--- config.mk ---
export PLATFORM = sky130hd
export DESIGN_NAME = chmd_hash
export DESIGN_NICKNAME = d
export VERILOG_FILES = /design/src/hw/rtl/chmd_pkg.sv /design/src/hw/rtl/chmd_hash.sv
export SDC_FILE = /design/constraint.sdc
export NUM_CORES = 1
export LEC_CHECK = 0
export ABC_AREA = 1
export BUFFER_PORTS_ARGS = -buffer_cell sky130_fd_sc_hd__buf_2
export CAP_MARGIN = 20
export CORE_UTILIZATION = 30
export DETAILED_ROUTE_END_ITERATION = 8
export GPL_ROUTABILITY_DRIVEN = 1
export HOLD_SLACK_MARGIN = 0.1
export SETUP_SLACK_MARGIN = 0.1
export SYNTH_ARGS = -nofsm -noshare
export SYNTH_HDL_FRONTEND = slang
export SYNTH_SLANG_ARGS = --single-unit
export TNS_END_PERCENT = 10
--- constraint.sdc ---
create_clock -name clk -period 2.3 [get_ports clk]
set_input_delay 0.23 -clock clk [delete_from_list [all_inputs] [get_ports clk]]
set_output_delay 0.23 -clock clk [all_outputs]
set_load 0.03 [all_outputs]
--- src/hw/rtl/chmd_pkg.sv ---
// shared types and codes for the chained hash map
package chmd_pkg;

    typedef enum logic [2:0] {
        OP_LOOKUP = 3'd0,
        OP_INSERT = 3'd1,
        OP_UPDATE = 3'd2,
        OP_REMOVE = 3'd3,
        OP_READ   = 3'd4
    } op_t;

    typedef enum logic [2:0] {
        ST_OK        = 3'd0,
        ST_NOT_FOUND = 3'd1,
        ST_PRESENT   = 3'd2,
        ST_FULL      = 3'd3,
        ST_RANGE     = 3'd4
    } status_t;

    typedef enum logic [3:0] {
        S_CLEAR,
        S_IDLE,
        S_HASH,
        S_SEARCH,
        S_ITEM,
        S_LAST,
        S_CHAIN_LAST,
        S_WRITE,
        S_READ_KEY,
        S_DONE
    } state_t;

    localparam logic [31:0] FNV_OFFSET = 32'd2166136261;
    localparam logic [31:0] FNV_PRIME  = 32'd16777619;

endpackage

--- src/hw/rtl/chmd_hash.sv ---
// fnv-1a slot hash, one key byte per cycle
module chmd_hash #(
    parameter int KEY_WIDTH  = 32,
    parameter int SLOT_BITS  = 6
) (
    input  logic                 clk,
    input  logic                 rst_n,
    input  logic                 start,
    input  logic [KEY_WIDTH-1:0] key,
    output logic                 done,
    output logic [SLOT_BITS-1:0] slot
);
    localparam int NBYTES = (KEY_WIDTH + 7) / 8;
    localparam int CW = $clog2(NBYTES + 1);

    logic [31:0]          h_reg, h_next;
    logic [CW-1:0]        cnt_reg, cnt_next;
    logic                 busy_reg, busy_next;
    logic [NBYTES*8-1:0]  key_reg, key_next;
    logic [31:0]          mix;

    assign mix  = h_reg ^ {24'd0, key_reg[7:0]};
    assign done = busy_reg && (cnt_reg == CW'(NBYTES));
    assign slot = h_reg[SLOT_BITS-1:0];

    always_comb
    begin
        h_next    = h_reg;
        cnt_next  = cnt_reg;
        busy_next = busy_reg;
        key_next  = key_reg;
        if (start)
        begin
            h_next    = chmd_pkg::FNV_OFFSET;
            cnt_next  = '0;
            busy_next = 1'b1;
            key_next  = (NBYTES*8)'(key);
        end
        else if (busy_reg && cnt_reg != CW'(NBYTES))
        begin
            h_next   = mix * chmd_pkg::FNV_PRIME;
            cnt_next = cnt_reg + 1'b1;
            key_next = key_reg >> 8;
        end
        else if (done)
        begin
            busy_next = 1'b0;
        end
    end

    always_ff @(posedge clk or negedge rst_n)
    begin
        if (!rst_n)
        begin
            busy_reg <= 1'b0;
            cnt_reg  <= '0;
        end
        else
        begin
            busy_reg <= busy_next;
            cnt_reg  <= cnt_next;
        end
    end

    always_ff @(posedge clk)
    begin
        h_reg   <= h_next;
        key_reg <= key_next;
    end
endmodule

==> run_results.csv <==
group,metric,value,unit
layout,largest_register_ffs,24,
die,initial_core_util,0.315,
global_routing,grt_util_all_layers,0.114,
detailed_routing,post-route-drc-count,0,
yosys,synth_top_family_by_area,"simple AND/OR/NAND/NOR gates",
placement,place_area,0.00208,sq mm
detailed_routing,drt-total-wl,3.06,mm
setup_path,endpoint_kind,"flop",
setup_path,r2r.worst_path.cells,14,
detailed_routing,final_antenna_net_count,0,
die,pin_count,42,
yosys,synth_xor_area_frac,0.0342,
pwr,power,2.46,mW
sta,whs,202,ps
clock_network,cts_sinks,34,
layout,fill_cells,569,
sta,setup_viol,1,
setup_path,r2r_end,"h_reg[5]",
detailed_routing,first_pass_iters,4,
die,dieArea,0.00617,sq mm
setup_path,r2r_setup_slack,-110,ps
min_path,min_from,"key[28]",
global_routing,grt_overflow,0,
sta,layout_worst_path_cycle_share,1.05,
yosys,yosysSeqAreaShare,0.535,
yosys,synth-adder-area-share,0.0897,
sta,fmax,0.416,GHz
setup_path,start_kind,"flop",
yosys,synth-simple-area-share,0.231,
setup_path,cp_common_cell,"nand2_1",
min_path,min_to,"key_reg[28]",
detailed_routing,wl_per_cell,10.0,microns
sta,timing.setup.tns,-106,ps
clock_network,insertion_delay,280,ps
sta,worstMarginPinSlew,299,ps
detailed_routing,num_vias,1252,
sta,finalHoldViolCount,0,
clock_network,h-tree-depth,2,
layout,register_area,951,sq um
pwr,power_per_cell_area,1100,mW/mm^2
job,max_cap_viol_count,0,
pwr,irDropWorstVdd,0.561,mV
sta,layout_setup_ws,-106,ps
clock_network,cts_root_buf,"clkbuf_8",
placement,finalWeightedCongestion,0.755,
placement,dp_cells,295,
placement,portBuffers,33,
setup_path,reg2reg_from,"key_reg[0]",
global_routing,grt_max_degree,25,
sta,clock_skew,4.78,ps
setup_path,cp_slowest_stage_delay,440,ps
yosys,muxShareOfSynthArea,0,
die,num_rows,27,
clock_network,clk_path_buf_depth,2,
global_routing,antenna_found_initial,0,
setup_path,cp.arrival,2580,ps
min_path,whs_path_depth,3,
yosys,syn_area_per_cell,9.40,sq um
global_routing,grt_pass1_vias,1219,
layout,drive_gt1_frac,0.352,
sta,drv_slew,0,
die,die_h,78.6,microns
clock_network,cts.clk_slew.worst_paths,70,ps
layout,num_antenna_cells,0,
clock_network,cts_tree,"built",
layout,nets,279,
setup_path,crit_slowest_cell,"edfxtp_1",
yosys,synth_cells,187,
sta,min_period,2410,ps
die,die_w,78.6,microns
detailed_routing,drt_iter0_drc,46,
setup_path,crit_chain,"xor2_2, ha_4, ha_4, ha_4, inv_2, fa_2, inv_2, nand3_2, nand2_1, nand2_1, nand2_1, nand2_1, nand3_1, nand2_1",
layout,design_area,0.00223,sq mm
setup_path,crit_fanout,2,
yosys,synth-seq-cells,34,
yosys,ys_warn_count,0,
layout,multi_input_area,752,sq um
setup_path,worstSetupPathType,"flop to flop",
min_path,worstHoldPathType,"input pin to flop",
yosys,yosysUniqueCellTypes,24,
die,coreArea,0.00557,sq mm
pwr,leakage,1.12,nW
clock_network,cts_made_buffers,5,
yosys,synth_compound_area_frac,0.0349,
layout,instances_no_fill,305,
placement,dpl.hpwl,2.26,mm
sta,maxSlewHeadroom,0.800,
yosys,synth_nets,234,
sta,rsz0062_at_grt,"yes",
setup_path,critPathRequiredTime,2470,ps
global_routing,grt_first_pass_wirelength,5.32,mm
yosys,netlist_area,0.00176,sq mm
run_status,violations,"negative setup slack",
detailed_routing,viasPerCell,4.10,
layout,synthToLayoutAreaGrowth,26.9,%
run_status,status,"complete, but fails checks",
[Yosys cell counts]
| cell type | count | area (sq um) |
|---|---|---|
| nand2_2 | 7 | 43.8 |
| dfxtp_1 | 6 | 120 |
| buf_2 | 3 | 15.0 |
| o21ai_0 | 1 | 5.00 |
| a22o_1 | 2 | 17.5 |
| nor2_1 | 2 | 7.51 |
| xor2_1 | 5 | 43.8 |
| o22a_1 | 2 | 17.5 |
| inv_2 | 7 | 26.3 |
| a21oi_1 | 1 | 5.00 |
| nor2_4 | 2 | 22.5 |
| nand2_1 | 75 | 282 |
| o22ai_1 | 1 | 6.26 |
| edfxtp_1 | 24 | 721 |
| xnor2_2 | 1 | 16.3 |
| o21ai_1 | 2 | 10.0 |
| fa_1 | 1 | 20.0 |
| nand2_4 | 1 | 11.3 |
| buf_4 | 1 | 7.51 |
| nand3_1 | 4 | 20.0 |
| nand3_2 | 2 | 20.0 |
| dfrtp_1 | 4 | 100 |
| ha_1 | 11 | 138 |
| inv_1 | 22 | 82.6 |
[layout by cell type, fill, tap and decap left out, types with 2 or more instances in the layout]
cell and count:
dfxtp_2 2, dfxtp_1 2, buf_2 33, dfxtp_4 2
nand2_1 75, clkbuf_8 5, inv_2 10, nand3_2 3
nand3_1 3, xor2_1 3, nor2_4 2, xor2_2 2
nand2_2 7, inv_1 19, nor2_1 2, a22o_1 2
o22a_1 2, ha_1 8, o21ai_1 2, buf_4 7
dfrtp_1 4, edfxtp_1 24, ha_4 3
[final cells by class]
cell class,instances,area share
clock buffers,6,0.0325
clock inverters,2,0.00393
inverters,29,0.0488
multi-input cells,120,0.337
flip-flops and latches,34,0.426
well taps,72,0.0404
repair buffers,42,0.111
[routing by layer]
layer / global-route usage / vias up / part of all wire
met1: 0.142 / 542 / 0.47
li1: - / 674 / -
met5: 0 / - / 0
met2: 0.178 / 30 / 0.46
met4: 0.0444 / 0 / 0.018
met3: 0.0395 / 6 / 0.053
[worst max-delay path: cells and delay by family, from the launching register on]
family	cells	cell delay [ps]
and+or+nand+nor	7	430
xor gates and xnor gates	1	250
buffers and inverters	2	90
adders and majority gates	4	1090
DFF	1	440
[what timing repair did]
action,4_1_cts,5_1_grt
pin swaps,2,7
gates resized for setup,0,9
hold buffers,1,0
buffers inserted,0,1
endpoints found under the setup margin,2,2
endpoints found under the hold margin,4,0
[through the flow]
stage          utilization  setup WS, ps
2_1_floorplan            -         -27.7
3_3_place_gp         0.372          -125
3_5_place_dp         0.372          -169
4_1_cts              0.389          -146
5_1_grt              0.400          -271
6_report             0.400          -106
[worst max path at each step]
stage | start | end
2_1_floorplan | key_reg[3] | h_reg[5]
3_3_place_gp | key_reg[3] | h_reg[5]
3_5_place_dp | key_reg[3] | h_reg[5]
4_1_cts | key_reg[0] | h_reg[5]
5_1_grt | key_reg[3] | h_reg[5]
6_report | key_reg[0] | h_reg[5]
[power by group]
group	internal, mW	switching (mW)	total, mW	leakage (nW)
sequential	0.815	0.0857	0.900	0.367
clock	0.208	0.203	0.410	0.0426
combinational	0.532	0.614	1.15	0.713
total	1.55	0.902	2.46	1.12
[cells by family (layout without fill, tap and decap cells)]
family | Yosys count | in the layout
compound gates | 9 | 9
xor+xnor | 6 | 6
fa+ha+maj | 12 | 12
buf+inv | 33 | 79
flops | 34 | 34
simple gates | 93 | 93
(Power assumes the default switching activity.)
